--- src/rtl/hack_instruction_line_encoder_defines.svh ---
// assertion macros for the hack instruction line encoder
// included by rtl modules that carry concurrent checks
`ifndef HACK_INSTRUCTION_LINE_ENCODER_DEFINES_SVH
`define HACK_INSTRUCTION_LINE_ENCODER_DEFINES_SVH
`ifndef SYNTHESIS
`define HILE_ASSERT_IMP(lbl, clk, rstn, ante, cons) \
    lbl: assert property (@(posedge clk) disable iff (!rstn) (ante) |-> (cons)) \
        else $error("check failed");
`define HILE_ASSERT_NXT(lbl, clk, rstn, ante, cons) \
    lbl: assert property (@(posedge clk) disable iff (!rstn) (ante) |=> (cons)) \
        else $error("check failed");
`else
`define HILE_ASSERT_IMP(lbl, clk, rstn, ante, cons)
`define HILE_ASSERT_NXT(lbl, clk, rstn, ante, cons)
`endif
`endif

--- src/rtl/hile_pkg.sv ---
// shared types, constants and mnemonic tables for the line encoder
// no dependencies
package hile_pkg;

    localparam int HILE_MAX_LINE = 16;
    localparam int ADDR_BITS     = 15;

    localparam logic [2:0] ERR_OK       = 3'd0;
    localparam logic [2:0] ERR_COMP     = 3'd1;
    localparam logic [2:0] ERR_DEST     = 3'd2;
    localparam logic [2:0] ERR_JUMP     = 3'd3;
    localparam logic [2:0] ERR_DIGIT    = 3'd4;
    localparam logic [2:0] ERR_OVERFLOW = 3'd5;

    typedef logic [3:0][7:0] buf4_t;

    typedef struct packed {
        logic accept;
        logic init;
        logic eval;
        logic load;
    } cmd_t;

    typedef struct packed {
        logic sweep_done;
    } stat_t;

    // returns {valid, code}
    function automatic logic [7:0] comp_lookup(input buf4_t s, input logic [2:0] len);
        logic [7:0] r;
        r = 8'd0;
        unique case (len)
            3'd1: begin
                unique case (s[0])
                    "0":     r = {1'b1, 7'h2A};
                    "1":     r = {1'b1, 7'h3F};
                    "D":     r = {1'b1, 7'h0C};
                    "A":     r = {1'b1, 7'h30};
                    "M":     r = {1'b1, 7'h70};
                    default: r = 8'd0;
                endcase
            end
            3'd2: begin
                unique case ({s[0], s[1]})
                    "-1":    r = {1'b1, 7'h3A};
                    "!D":    r = {1'b1, 7'h0D};
                    "!A":    r = {1'b1, 7'h31};
                    "-D":    r = {1'b1, 7'h0F};
                    "-A":    r = {1'b1, 7'h33};
                    "!M":    r = {1'b1, 7'h71};
                    "-M":    r = {1'b1, 7'h73};
                    default: r = 8'd0;
                endcase
            end
            3'd3: begin
                unique case ({s[0], s[1], s[2]})
                    "D+1":   r = {1'b1, 7'h1F};
                    "A+1":   r = {1'b1, 7'h37};
                    "D-1":   r = {1'b1, 7'h0E};
                    "A-1":   r = {1'b1, 7'h32};
                    "D+A":   r = {1'b1, 7'h02};
                    "D-A":   r = {1'b1, 7'h13};
                    "A-D":   r = {1'b1, 7'h07};
                    "D&A":   r = {1'b1, 7'h00};
                    "D|A":   r = {1'b1, 7'h15};
                    "M+1":   r = {1'b1, 7'h77};
                    "M-1":   r = {1'b1, 7'h72};
                    "D+M":   r = {1'b1, 7'h42};
                    "D-M":   r = {1'b1, 7'h53};
                    "M-D":   r = {1'b1, 7'h47};
                    "D&M":   r = {1'b1, 7'h40};
                    "D|M":   r = {1'b1, 7'h55};
                    default: r = 8'd0;
                endcase
            end
            default: r = 8'd0;
        endcase
        return r;
    endfunction

    function automatic logic [3:0] dest_lookup(input buf4_t s, input logic [2:0] len);
        logic [3:0] r;
        r = 4'd0;
        unique case (len)
            3'd1: begin
                unique case (s[0])
                    "M":     r = 4'b1001;
                    "D":     r = 4'b1010;
                    "A":     r = 4'b1100;
                    default: r = 4'd0;
                endcase
            end
            3'd2: begin
                unique case ({s[0], s[1]})
                    "MD":    r = 4'b1011;
                    "AM":    r = 4'b1101;
                    "AD":    r = 4'b1110;
                    default: r = 4'd0;
                endcase
            end
            3'd3:    r = ({s[0], s[1], s[2]} == "AMD") ? 4'b1111 : 4'd0;
            3'd4:    r = ({s[0], s[1], s[2], s[3]} == "null") ? 4'b1000 : 4'd0;
            default: r = 4'd0;
        endcase
        return r;
    endfunction

    function automatic logic [3:0] jump_lookup(input buf4_t s, input logic [2:0] len);
        logic [3:0] r;
        r = 4'd0;
        unique case (len)
            3'd3: begin
                unique case ({s[0], s[1], s[2]})
                    "JGT":   r = 4'b1001;
                    "JEQ":   r = 4'b1010;
                    "JGE":   r = 4'b1011;
                    "JLT":   r = 4'b1100;
                    "JNE":   r = 4'b1101;
                    "JLE":   r = 4'b1110;
                    "JMP":   r = 4'b1111;
                    default: r = 4'd0;
                endcase
            end
            3'd4:    r = ({s[0], s[1], s[2], s[3]} == "null") ? 4'b1000 : 4'd0;
            default: r = 4'd0;
        endcase
        return r;
    endfunction

endpackage

--- src/rtl/hack_instruction_line_encoder.sv ---
// hack instruction line encoder: one character per item, one 16-bit word per line
// characters are taken one per cycle while idle; after the last one the buffer is swept
// through its single ram read port, each swept character being read and then evaluated,
// and the result is loaded once any previous result has been taken at the output
// synchronous active-low reset clears control state; buffer contents are not cleared
// depends on hile_pkg, hile_ctrl, hile_dp, hile_ram
module hack_instruction_line_encoder #(
    parameter int MAX_LINE = hile_pkg::HILE_MAX_LINE
) (
    input  logic        aclk,
    input  logic        aresetn,
    input  logic        s_tvalid,
    output logic        s_tready,
    input  logic [7:0]  s_tdata,   // character[7:0]
    input  logic        s_tlast,
    output logic        m_tvalid,
    input  logic        m_tready,
    output logic [23:0] m_tdata    // machine_word[15:0], error_code[18:16], zero pad
);
    import hile_pkg::*;

    cmd_t        cmd;
    stat_t       stat;
    logic [15:0] word;
    logic [2:0]  err;

    hile_ctrl u_ctrl (
        .aclk     (aclk),
        .aresetn  (aresetn),
        .s_tvalid (s_tvalid),
        .s_tready (s_tready),
        .s_tlast  (s_tlast),
        .m_tvalid (m_tvalid),
        .m_tready (m_tready),
        .cmd      (cmd),
        .stat     (stat)
    );

    hile_dp #(.MAX_LINE(MAX_LINE)) u_dp (
        .aclk         (aclk),
        .aresetn      (aresetn),
        .cmd          (cmd),
        .stat         (stat),
        .character    (s_tdata),
        .machine_word (word),
        .error_code   (err)
    );

    assign m_tdata = {5'd0, err, word};
endmodule

--- src/rtl/hile_ram.sv ---
// generic single write, single read ram with registered read data
// no dependencies
module hile_ram #(
    parameter int WIDTH = 8,
    parameter int DEPTH = 16
) (
    input  logic                     aclk,
    input  logic                     we,
    input  logic [$clog2(DEPTH)-1:0] waddr,
    input  logic [WIDTH-1:0]         wdata,
    input  logic [$clog2(DEPTH)-1:0] raddr,
    output logic [WIDTH-1:0]         rdata
);
    logic [WIDTH-1:0] mem [DEPTH];

    always_ff @(posedge aclk) begin
        if (we) begin
            mem[waddr] <= wdata;
        end
        rdata <= mem[raddr];
    end
endmodule

--- src/rtl/hile_dp.sv ---
// datapath: line buffer, split and digit scan, mnemonic lookup, result register
// depends on hile_pkg and hile_ram
module hile_dp #(
    parameter int MAX_LINE = hile_pkg::HILE_MAX_LINE
) (
    input  logic          aclk,
    input  logic          aresetn,
    input  hile_pkg::cmd_t  cmd,
    output hile_pkg::stat_t stat,
    input  logic [7:0]    character,
    output logic [15:0]   machine_word,
    output logic [2:0]    error_code
);
    import hile_pkg::*;

    localparam int CW = $clog2(MAX_LINE + 1);
    localparam int AW = $clog2(MAX_LINE);
    localparam logic [CW-1:0] MAXC = CW'(MAX_LINE);
    localparam logic [CW-1:0] FOUR = CW'(4);
    localparam logic [18:0]   ADDR_MAX = 19'((1 << ADDR_BITS) - 1);

    logic [CW-1:0] cnt_reg, cnt_next, eq_idx_reg, eq_idx_next;
    logic [CW-1:0] addr_reg, addr_next, rs_reg, rs_next, semi_reg, semi_next;
    logic          over_reg, over_next, eq_reg, eq_next, at_reg, at_next;
    logic          semi_f_reg, semi_f_next, bad_reg, bad_next, ovf_reg, ovf_next;
    logic [14:0]   val_reg, val_next;
    buf4_t         dbuf_reg, dbuf_next, cbuf_reg, cbuf_next, jbuf_reg, jbuf_next;
    logic [15:0]   word_reg, word_next;
    logic [2:0]    err_reg, err_next;

    logic          ram_we;
    logic [7:0]    rdata;
    logic [CW-1:0] crel, jrel, cl, jl;
    logic [2:0]    cl3, dl3, jl3;
    logic [18:0]   acc;
    logic [3:0]    digit;
    logic          is_digit, dest_given, jump_given;
    logic [7:0]    cres;
    logic [3:0]    dres, jres;
    logic [15:0]   res_word;
    logic [2:0]    res_err;

    assign ram_we = cmd.accept && (cnt_reg < MAXC);

    hile_ram #(.WIDTH(8), .DEPTH(MAX_LINE)) u_buf (
        .aclk  (aclk),
        .we    (ram_we),
        .waddr (cnt_reg[AW-1:0]),
        .wdata (character),
        .raddr (addr_reg[AW-1:0]),
        .rdata (rdata)
    );

    assign stat.sweep_done = (addr_reg >= cnt_reg);

    assign is_digit = (rdata >= "0") && (rdata <= "9");
    assign digit    = 4'(rdata - "0");
    assign acc      = {1'b0, val_reg, 3'b000} + {3'b000, val_reg, 1'b0} + {15'd0, digit};
    assign crel     = addr_reg - rs_reg;
    assign jrel     = addr_reg - semi_reg - CW'(1);

    always_comb begin
        cnt_next    = cnt_reg;
        over_next   = over_reg;
        eq_next     = eq_reg;
        eq_idx_next = eq_idx_reg;
        at_next     = at_reg;
        dbuf_next   = dbuf_reg;
        addr_next   = addr_reg;
        rs_next     = rs_reg;
        semi_f_next = semi_f_reg;
        semi_next   = semi_reg;
        bad_next    = bad_reg;
        ovf_next    = ovf_reg;
        val_next    = val_reg;
        cbuf_next   = cbuf_reg;
        jbuf_next   = jbuf_reg;
        word_next   = word_reg;
        err_next    = err_reg;
        if (cmd.accept) begin
            if (cnt_reg < MAXC) begin
                cnt_next = cnt_reg + CW'(1);
                if (cnt_reg == '0) begin
                    at_next = (character == "@");
                end
                if (!eq_reg && character == "=") begin
                    eq_next     = 1'b1;
                    eq_idx_next = cnt_reg;
                end
                if (cnt_reg < FOUR) begin
                    dbuf_next[cnt_reg[1:0]] = character;
                end
            end else begin
                over_next = 1'b1;
            end
        end
        if (cmd.init) begin
            semi_f_next = 1'b0;
            bad_next    = 1'b0;
            ovf_next    = 1'b0;
            val_next    = '0;
            if (at_reg) begin
                rs_next = CW'(1);
            end else if (eq_reg && eq_idx_reg != '0) begin
                rs_next = eq_idx_reg + CW'(1);
            end else begin
                rs_next = '0;
            end
            addr_next = rs_next;
        end
        if (cmd.eval) begin
            addr_next = addr_reg + CW'(1);
            if (!is_digit) begin
                bad_next = 1'b1;
            end else if (acc > ADDR_MAX) begin
                ovf_next = 1'b1;
            end else begin
                val_next = acc[14:0];
            end
            if (crel < FOUR) begin
                cbuf_next[crel[1:0]] = rdata;
            end
            if (semi_f_reg && jrel < FOUR) begin
                jbuf_next[jrel[1:0]] = rdata;
            end
            if (!semi_f_reg && rdata == ";") begin
                semi_f_next = 1'b1;
                semi_next   = addr_reg;
            end
        end
        if (cmd.load) begin
            word_next = res_word;
            err_next  = res_err;
            cnt_next  = '0;
            over_next = 1'b0;
            eq_next   = 1'b0;
        end
    end

    always_comb begin
        jump_given = semi_f_reg && (semi_reg != rs_reg);
        dest_given = eq_reg && (eq_idx_reg != '0);
        cl = jump_given ? (semi_reg - rs_reg) : (cnt_reg - rs_reg);
        jl = cnt_reg - semi_reg - CW'(1);
        cl3 = (cl > FOUR) ? 3'd7 : cl[2:0];
        jl3 = (jl > FOUR) ? 3'd7 : jl[2:0];
        dl3 = (eq_idx_reg > FOUR) ? 3'd7 : eq_idx_reg[2:0];
        cres = comp_lookup(cbuf_reg, cl3);
        dres = dest_given ? dest_lookup(dbuf_reg, dl3) : 4'b1000;
        jres = jump_given ? jump_lookup(jbuf_reg, jl3) : 4'b1000;
        res_word = '0;
        res_err  = ERR_OK;
        if (at_reg) begin
            if (cnt_reg < CW'(2) || bad_reg) begin
                res_err = ERR_DIGIT;
            end else if (over_reg || ovf_reg) begin
                res_err = ERR_OVERFLOW;
            end else begin
                res_word = {1'b0, val_reg};
            end
        end else if (over_reg || !cres[7]) begin
            res_err = ERR_COMP;
        end else if (!dres[3]) begin
            res_err = ERR_DEST;
        end else if (!jres[3]) begin
            res_err = ERR_JUMP;
        end else begin
            res_word = {3'b111, cres[6:0], dres[2:0], jres[2:0]};
        end
    end

    always_ff @(posedge aclk) begin
        if (!aresetn) begin
            cnt_reg    <= '0;
            over_reg   <= 1'b0;
            eq_reg     <= 1'b0;
            semi_f_reg <= 1'b0;
        end else begin
            cnt_reg    <= cnt_next;
            over_reg   <= over_next;
            eq_reg     <= eq_next;
            semi_f_reg <= semi_f_next;
        end
        eq_idx_reg <= eq_idx_next;
        at_reg     <= at_next;
        dbuf_reg   <= dbuf_next;
        addr_reg   <= addr_next;
        rs_reg     <= rs_next;
        semi_reg   <= semi_next;
        bad_reg    <= bad_next;
        ovf_reg    <= ovf_next;
        val_reg    <= val_next;
        cbuf_reg   <= cbuf_next;
        jbuf_reg   <= jbuf_next;
        word_reg   <= word_next;
        err_reg    <= err_next;
    end

    assign machine_word = word_reg;
    assign error_code   = err_reg;
endmodule

--- src/rtl/hile_ctrl.sv ---
// controller: accepts characters, sequences the buffer sweep, owns result valid
// depends on hile_pkg and the assertion macro header
`include "hack_instruction_line_encoder_defines.svh"
module hile_ctrl (
    input  logic            aclk,
    input  logic            aresetn,
    input  logic            s_tvalid,
    output logic            s_tready,
    input  logic            s_tlast,
    output logic            m_tvalid,
    input  logic            m_tready,
    output hile_pkg::cmd_t  cmd,
    input  hile_pkg::stat_t stat
);
    import hile_pkg::*;

    localparam logic [2:0] S_IDLE = 3'd0;
    localparam logic [2:0] S_INIT = 3'd1;
    localparam logic [2:0] S_READ = 3'd2;
    localparam logic [2:0] S_EVAL = 3'd3;
    localparam logic [2:0] S_DONE = 3'd4;

    logic [2:0] state_reg, state_next;
    logic       valid_reg, valid_next;
    logic       acc;

    assign s_tready = (state_reg == S_IDLE);
    assign acc      = s_tvalid && s_tready;
    assign m_tvalid = valid_reg;

    always_comb begin
        state_next = state_reg;
        cmd        = '0;
        cmd.accept = acc;
        unique case (state_reg)
            S_IDLE: if (acc && s_tlast) begin
                state_next = S_INIT;
            end
            S_INIT: begin
                cmd.init   = 1'b1;
                state_next = S_READ;
            end
            S_READ: begin
                state_next = stat.sweep_done ? S_DONE : S_EVAL;
            end
            S_EVAL: begin
                cmd.eval   = 1'b1;
                state_next = S_READ;
            end
            S_DONE: if (!valid_reg || m_tready) begin
                cmd.load   = 1'b1;
                state_next = S_IDLE;
            end
            default: state_next = S_IDLE;
        endcase
        valid_next = cmd.load ? 1'b1 : (m_tready ? 1'b0 : valid_reg);
    end

    always_ff @(posedge aclk) begin
        if (!aresetn) begin
            state_reg <= S_IDLE;
            valid_reg <= 1'b0;
        end else begin
            state_reg <= state_next;
            valid_reg <= valid_next;
        end
    end

    `HILE_ASSERT_IMP(a_load_free, aclk, aresetn, cmd.load, !valid_reg || m_tready)
    `HILE_ASSERT_NXT(a_last_init, aclk, aresetn, acc && s_tlast, state_reg == S_INIT)
    `HILE_ASSERT_IMP(a_rise_done, aclk, aresetn, $rose(valid_reg), $past(state_reg) == S_DONE)
    `HILE_ASSERT_NXT(a_eval_read, aclk, aresetn, cmd.eval, state_reg == S_READ)
endmodule
--- config.mk ---
export PLATFORM = sky130hd
export DESIGN_NAME = hack_instruction_line_encoder
export DESIGN_NICKNAME = d
export VERILOG_FILES = /design/src/rtl/hile_pkg.sv /design/src/rtl/hack_instruction_line_encoder.sv /design/src/rtl/hile_ram.sv /design/src/rtl/hile_dp.sv /design/src/rtl/hile_ctrl.sv
export VERILOG_INCLUDE_DIRS = /design/src /design/src/rtl
export SDC_FILE = /design/constraint.sdc
export NUM_CORES = 1
export LEC_CHECK = 0
export CAP_MARGIN = 20
export CORE_MARGIN = 2
export CORE_UTILIZATION = 65
export CTS_CLUSTER_SIZE = 12
export DETAILED_ROUTE_END_ITERATION = 7
export DONT_BUFFER_PORTS = 1
export MAX_ROUTING_LAYER = met4
export PLACE_DENSITY = 0.91
export SETUP_SLACK_MARGIN = 0.1
export SYNTH_ARGS = -nofsm -noshare
export SYNTH_HDL_FRONTEND = slang
export SYNTH_SLANG_ARGS = --single-unit
--- constraint.sdc ---
create_clock -name aclk -period 10.1 [get_ports aclk]
set_clock_uncertainty 0.1 [all_clocks]
set_input_delay 0.505 -clock aclk [delete_from_list [all_inputs] [get_ports aclk]]
set_output_delay 0.505 -clock aclk [all_outputs]
set_load 0.1 [all_outputs]
==> results.toml, run 1 <==
[global_routing]
grt_pass1_wl_mm = 54.0
antenna_found_initial = 1
grt_max_degree = 41
first_global_vias = 9217
grtUsageTotal = 0.326
grt-ovfl-total = 0

[worst_setup_path]
critPathRequiredTime_ns = 10.49
cp_slowest_cell = "or4_1"
reg2reg_depth = 13
worstPathArrival_ns = 4.70
slowest_delay_ns = 0.63
startpoint_type = "flip-flop"
path_class = "flip-flop to flip-flop"
endpoint_kind = "flip-flop"
crit_fanout = 16
worstPathCellList = "inv_1, fa_1, inv_1, ha_1, a211oi_2, o21ai_1, a221o_1, o21ba_1, mux2_4, nor3_2, nand3_1, or4_1, nand3_1"

[synth]
synth_cells = 1047
synth_area_leaders = "edfxtp_1 (55%), mux4_2 (6.4%), ha_1 (5.4%), dfxtp_1 (5.3%), nand2_1 (2.2%)"
syn_avg_cell_area_um2 = 13.5
synth_flop_cell = "edfxtp_1"
synth-warning-count = 0
synth-edff-count = 256
async_reset_ff_frac = 0
synth_largest_area_cell = "edfxtp_1"
synth_top_area_frac = 0.546
ys_seq_area_frac = 0.598
synth-seq-cells = 293
netlist_area_mm2 = 0.0141
ys_types = 91

[drt]
first_pass_iters = 5
first_iter_violations = 1158
via_per_inst = 6.80
vias = 9322
wl_per_cell_um = 25.6
drtAntennaViolNets = 0
drc = 0
wirelength_mm = 35.1

[floorplan]
start_util = 0.666
core_region_area_mm2 = 0.0212
fp.dieArea_mm2 = 0.0229
io_pins = 39
die_w_um = 151
die_h_um = 151
rows = 53

[sta]
post-route-period-util = 0.427
tns_ns = 0
worstMarginPinSlew_ns = 1.09
timing.fmax_mhz = 232
setup_violations = 0
fin_crit_ns = 4.31
rsz0062_at_grt = "no"
holdWs_ns = 0.0104
hold_violations = 0
slew_violations = 0
slew_headroom = 0.270

[cells_and_area]
largest_reg_flops = 128
final_cell_mix = "edfxtp_1 (256), nand2_1 (84), nor2_1 (72)"
drive_above_1_share = 0.105
finalNetCount = 1154
synthToLayoutAreaGrowth_pct = 9.01
fin_cells = 1371
layout_commonest_cell = "edfxtp_1"
fillers = 1218

[clock_network]
cts_max_level = 1
clockBufferDepth = 3
holdBufCountCts = 9
clk_pin_slew_ns = 0.06
clk_latency_ns = 0.55
cts_sinks = 293
postCtsSetupBuffers = 0
post_cts_resized = 0
root_buffer = "clkbuf_16"
cts_buffers = 29
cts_tree = "done"

[power]
seq_power_share = 0.543
p_sw_mw = 0.567
internal_power_mw = 1.95
combPwrFrac = 0.061
clkPwrFrac = 0.396
switching_share = 0.225
power_leakage_nw = 5.38
peakVddDrop_uv = 178
p_per_area_mw_per_mm2 = 164

[place]
gp_congestion = 0.947
detailed_place_hpwl_mm = 21.6
dp.cells = 1301
io_buffer_count = 0

[worst_hold_path]
hold_depth = 1
min_path_type = "primary input to flip-flop"

[run]
drv_cap = 0

[run_status]
status = "finished clean"
==> critical path: cells and delay by family (launching register included) <==
| family | cells | cell delay [ns] |
|---|---|---|
| buf+inv | 2 | 0.18 |
| compound gates | 4 | 0.93 |
| mux | 1 | 0.30 |
| fa+ha+maj | 2 | 0.92 |
| flops | 1 | 0.55 |
| simple gates | 4 | 1.29 |
==> metal layers <==
metal | global-route usage | part of all wire | up-vias
li1 | - | - | 4064
met5 | - | 0 | -
met4 | 0.0883 | 0.030 | 0
met1 | 0.415 | 0.37 | 4589
met3 | 0.0446 | 0.088 | 103
met2 | 0.556 | 0.51 | 566
==> power groups by stage <==
stage / combinational, mW / sequential [mW] / clock (mW)
global route: 0.165 / 1.37 / 1.04
CTS: 0.150 / 1.37 / 0.992
finish: 0.154 / 1.37 / 0.997
detailed placement: 0.133 / 1.39 / 0
global placement: 0.127 / 1.39 / 0
floorplan: 0.103 / 1.38 / 0
==> kinds of logic after synthesis <==
logic type | count (synthesis) | synth area share
AOI/OAI and AO/OA | 158 | 0.0798
xor gates and xnor gates | 39 | 0.0248
adders and majority gates | 68 | 0.0641
buffers and inverters | 86 | 0.0250
DFF | 293 | 0.598
muxes | 50 | 0.0715
other | 1 | 0.000266
and+or+nand+nor | 352 | 0.136
==> area by class of cell <==
type	instances	area, um2	area share
inverter	54	203	0.0132
tap	275	344	0.0224
sequential	293	8430	0.549
timing repair buffer	23	205	0.0134
multi-input combinational	672	5330	0.347
antenna	1	2.50	0.000163
clock inverter	2	10.0	0.000652
clock buffer	51	838	0.0546
==> cells in the mapped netlist, types with 6 or more instances <==
| cell | n |
|---|---|
| o21ai_1 | 8 |
| fa_1 | 7 |
| nand4b_1 | 7 |
| nor4_1 | 12 |
| and3_1 | 7 |
| nand2b_1 | 16 |
| o31ai_1 | 6 |
| nor3_1 | 22 |
| ha_1 | 61 |
| xnor2_1 | 25 |
| dfxtp_1 | 37 |
| xor2_1 | 13 |
| clkbuf_1 | 18 |
| a21o_1 | 16 |
| a21oi_1 | 39 |
| mux4_2 | 40 |
| nand2_1 | 84 |
| nor3b_1 | 15 |
| edfxtp_1 | 256 |
| nor2_1 | 72 |
| or3_1 | 8 |
| nand4_1 | 9 |
| mux2i_1 | 8 |
| nand3_1 | 35 |
| inv_1 | 52 |
| nor4b_1 | 8 |
| o21ai_0 | 22 |
| nor2b_1 | 14 |
==> final timing paths <==
kind                                     startpoint              end  slack, ns
worst min-delay path                        aresetn  u_ctrl.m_tvalid       0.01
worst max-delay path            u_dp.u_buf.rdata[3]  u_dp.val_reg[4]       5.79
worst min register to register         u_dp.ovf_reg     u_dp.ovf_reg       0.39
worst max register to register  u_dp.u_buf.rdata[3]  u_dp.val_reg[4]       5.79
==> metrics by stage <==
stage                     cell area [um2]  power, mW  setup slack [ns]   util
final                               15400       2.52              5.79  0.726
after global routing                15400       2.58              5.56  0.726
after CTS                           15300       2.51              5.83  0.724
after detailed placement            14400       1.52              5.86  0.680
after global placement              14400       1.52              5.94  0.680
after floorplan                     14100       1.48              5.58      -
(Power assumes the default switching activity.)
==> inputs of run 2 (changes only) <==
- ABC_AREA: unset -> 1
- CORE_UTILIZATION: 65 -> 64
- PLACE_DENSITY: 0.91 -> 0.9
- clock period: 10.1 -> 4.1 ns (I/O delays scaled with it)
==> run 2 against run 1 <==
  * Hold slack gained 0.33 ns
  * Synthesized cell count rose by 58%
  * Register-to-register slack lost 5.2 ns
  * Core utilization is 1.7 points lower
  * Die area increased by 9.7%
  * Maximum frequency rose by 23%
  * Via count grew 31%
  * Global-route usage is 0.68 points lower
  * Synthesized area up 8.3%
  * Critical endpoint is now u_dp.val_reg[5]
  * Highest routed layer unchanged
==> results.toml, run 2 <==
[run_status]
status = "finished clean"

[synth]
synth-warning-count = 0
async_reset_ff_frac = 0
synthTopCellsByCount = "nand2_1 (354), edfxtp_1 (256), nor2_1 (237)"
synth-edff-count = 256
synth_area_leaders = "edfxtp_1 (50%), nand2_1 (8.7%), nor2_1 (5.8%), ha_1 (5.0%), dfxtp_1 (4.9%)"
synth_cells = 1654
yosysMostFrequentCell = "nand2_1"
netlist_area_mm2 = 0.0153
syn_avg_cell_area_um2 = 9.22
synth_largest_area_cell = "edfxtp_1"
synth_flop_cell = "edfxtp_1"
ys_seq_area_frac = 0.552
ys_types = 54
synth_top_area_frac = 0.504
synth-seq-cells = 293

[run]
drv_cap = 0

[place]
dp.cells = 1953
detailed_place_hpwl_mm = 25.1
io_buffer_count = 0
gp_congestion = 0.970

[cells_and_area]
fin_cells = 2022
final_cell_mix = "nand2_1 (354), edfxtp_1 (256), nor2_1 (236)"
synthToLayoutAreaGrowth_pct = 9.10
finalNetCount = 1760
drive_above_1_share = 0.0558
layout_commonest_cell = "nand2_1"
largest_reg_flops = 128
diodes = 0

[worst_setup_path]
crit_fanout = 19
worstPathArrival_ns = 3.83
critPathRequiredTime_ns = 4.42
r2r_slack_ns = 0.59
cp_num_buf_inv = 1
worstPathCellList = "ha_1, ha_1, inv_1, fa_1, o21ai_1, nand2_1, o21bai_2, nand2_1, nand2_1, nand2_1, nand2_1, nand2_1, nor2_2, nand2_2, nand3_1, o21ai_0"
endpoint_kind = "flip-flop"
critPathTopFamily = "simple AND/OR/NAND/NOR gates"
cp_slowest_cell = "dfxtp_1"
path_class = "flip-flop to flip-flop"
cpMostUsedCell = "nand2_1"
startpoint_type = "flip-flop"
slowest_delay_ns = 0.71

[sta]
fin_crit_ns = 3.51
timing.fmax_mhz = 285
slew_violations = 0
post-route-period-util = 0.857
rsz0062_at_grt = "no"
setup_violations = 0
hold_violations = 0
worstMarginPinSlew_ns = 1.05
tns_ns = 0
slew_headroom = 0.301

[floorplan]
die_w_um = 158
core_region_area_mm2 = 0.0235
start_util = 0.650
rows = 56
io_pins = 39
die_h_um = 158
fp.dieArea_mm2 = 0.0251

[clock_network]
postCtsSetupBuffers = 0
clk_latency_ns = 0.58
cts_max_level = 1
post_cts_resized = 0
holdBufCountCts = 13
clockBufferDepth = 3
root_buffer = "clkbuf_16"
cts_sinks = 293
cts_buffers = 30
clk_pin_slew_ns = 0.06
cts_tree = "done"

[global_routing]
grt_pass1_wl_mm = 60.0
first_global_vias = 11800
antenna_found_initial = 0
grt_max_degree = 69
grt-ovfl-total = 0
grtUsageTotal = 0.319

[drt]
wirelength_mm = 38.4
wl_per_cell_um = 19.0
first_pass_iters = 7
drtAntennaViolNets = 0
first_iter_violations = 1576
vias = 12200
drc = 0
via_per_inst = 6.05

[power]
power_mw = 6.99
peakVddDrop_uv = 443
power_leakage_nw = 6.77
p_per_area_mw_per_mm2 = 420

[worst_hold_path]
min_path_type = "primary input to flip-flop"
[run 2: power breakdown]
part	internal, mW	switching [mW]
clock	1.49	1.13
sequential	3.38	0.152
combinational	0.232	0.605
total	5.10	1.89
[run 2: path summary, 6_finish.rpt]
path / from / end / cells after the start
max: u_dp.u_buf.rdata[2] / u_dp.val_reg[5] / 16
min: m_tready / u_ctrl.m_tvalid / 4
max reg2reg: u_dp.u_buf.rdata[2] / u_dp.val_reg[5] / 16
min reg2reg: u_dp.ovf_reg / u_dp.ovf_reg / 2
[run 2: area by class of cell]
class / instances / area, um2
well taps: 319 / 399
fillers: 1608 / 6830
clock inverters: 5 / 80.1
inverters: 175 / 659
clock buffers: 51 / 860
multi-input cells: 1148 / 5950
flip-flops and latches: 293 / 8430
repair buffers: 31 / 265
[run 2: cells by family (layout without fill, tap and decap cells)]
logic type	after synthesis	count (layout)	synth area share
buffers and inverters	217	262	0.0585
and+or+nand+nor	842	842	0.237
adders and majority gates	68	68	0.0592
xor gates and xnor gates	29	29	0.0166
other	1	5	0.000246
DFF	293	293	0.552
AOI/OAI and AO/OA	204	204	0.0761
[run 2: routing by layer]
metal  wire length (um)  track usage  vias up
li1                   -            -     5672
met1              14300        0.385     5659
met2              18900        0.541      744
met3               3270       0.0452      162
met4               1910        0.138        0
met5                  0            -        -
[run 2: per-stage QoR]
step	setup WS (ns)	cell area [um2]	util	hold WS [ns]
6_report	0.587	16600	0.709	0.339
5_1_grt	0.403	16600	0.709	0.349
4_1_cts	0.662	16600	0.709	0.327
3_5_place_dp	0.694	15600	0.664	0.205
3_3_place_gp	0.837	15600	0.664	0.205
2_1_floorplan	0.788	15300	-	0.204
[run 2: worst register-to-register path, stage by stage (launching register included)]
cell	delay [ns]
dfxtp_1	0.71
ha_1	0.25
ha_1	0.17
inv_1	0.06
fa_1	0.42
o21ai_1	0.27
nand2_1	0.11
o21bai_2	0.19
nand2_1	0.09
nand2_1	0.06
nand2_1	0.05
nand2_1	0.05
nand2_1	0.05
nor2_2	0.24
nand2_2	0.28
nand3_1	0.16
o21ai_0	0.12
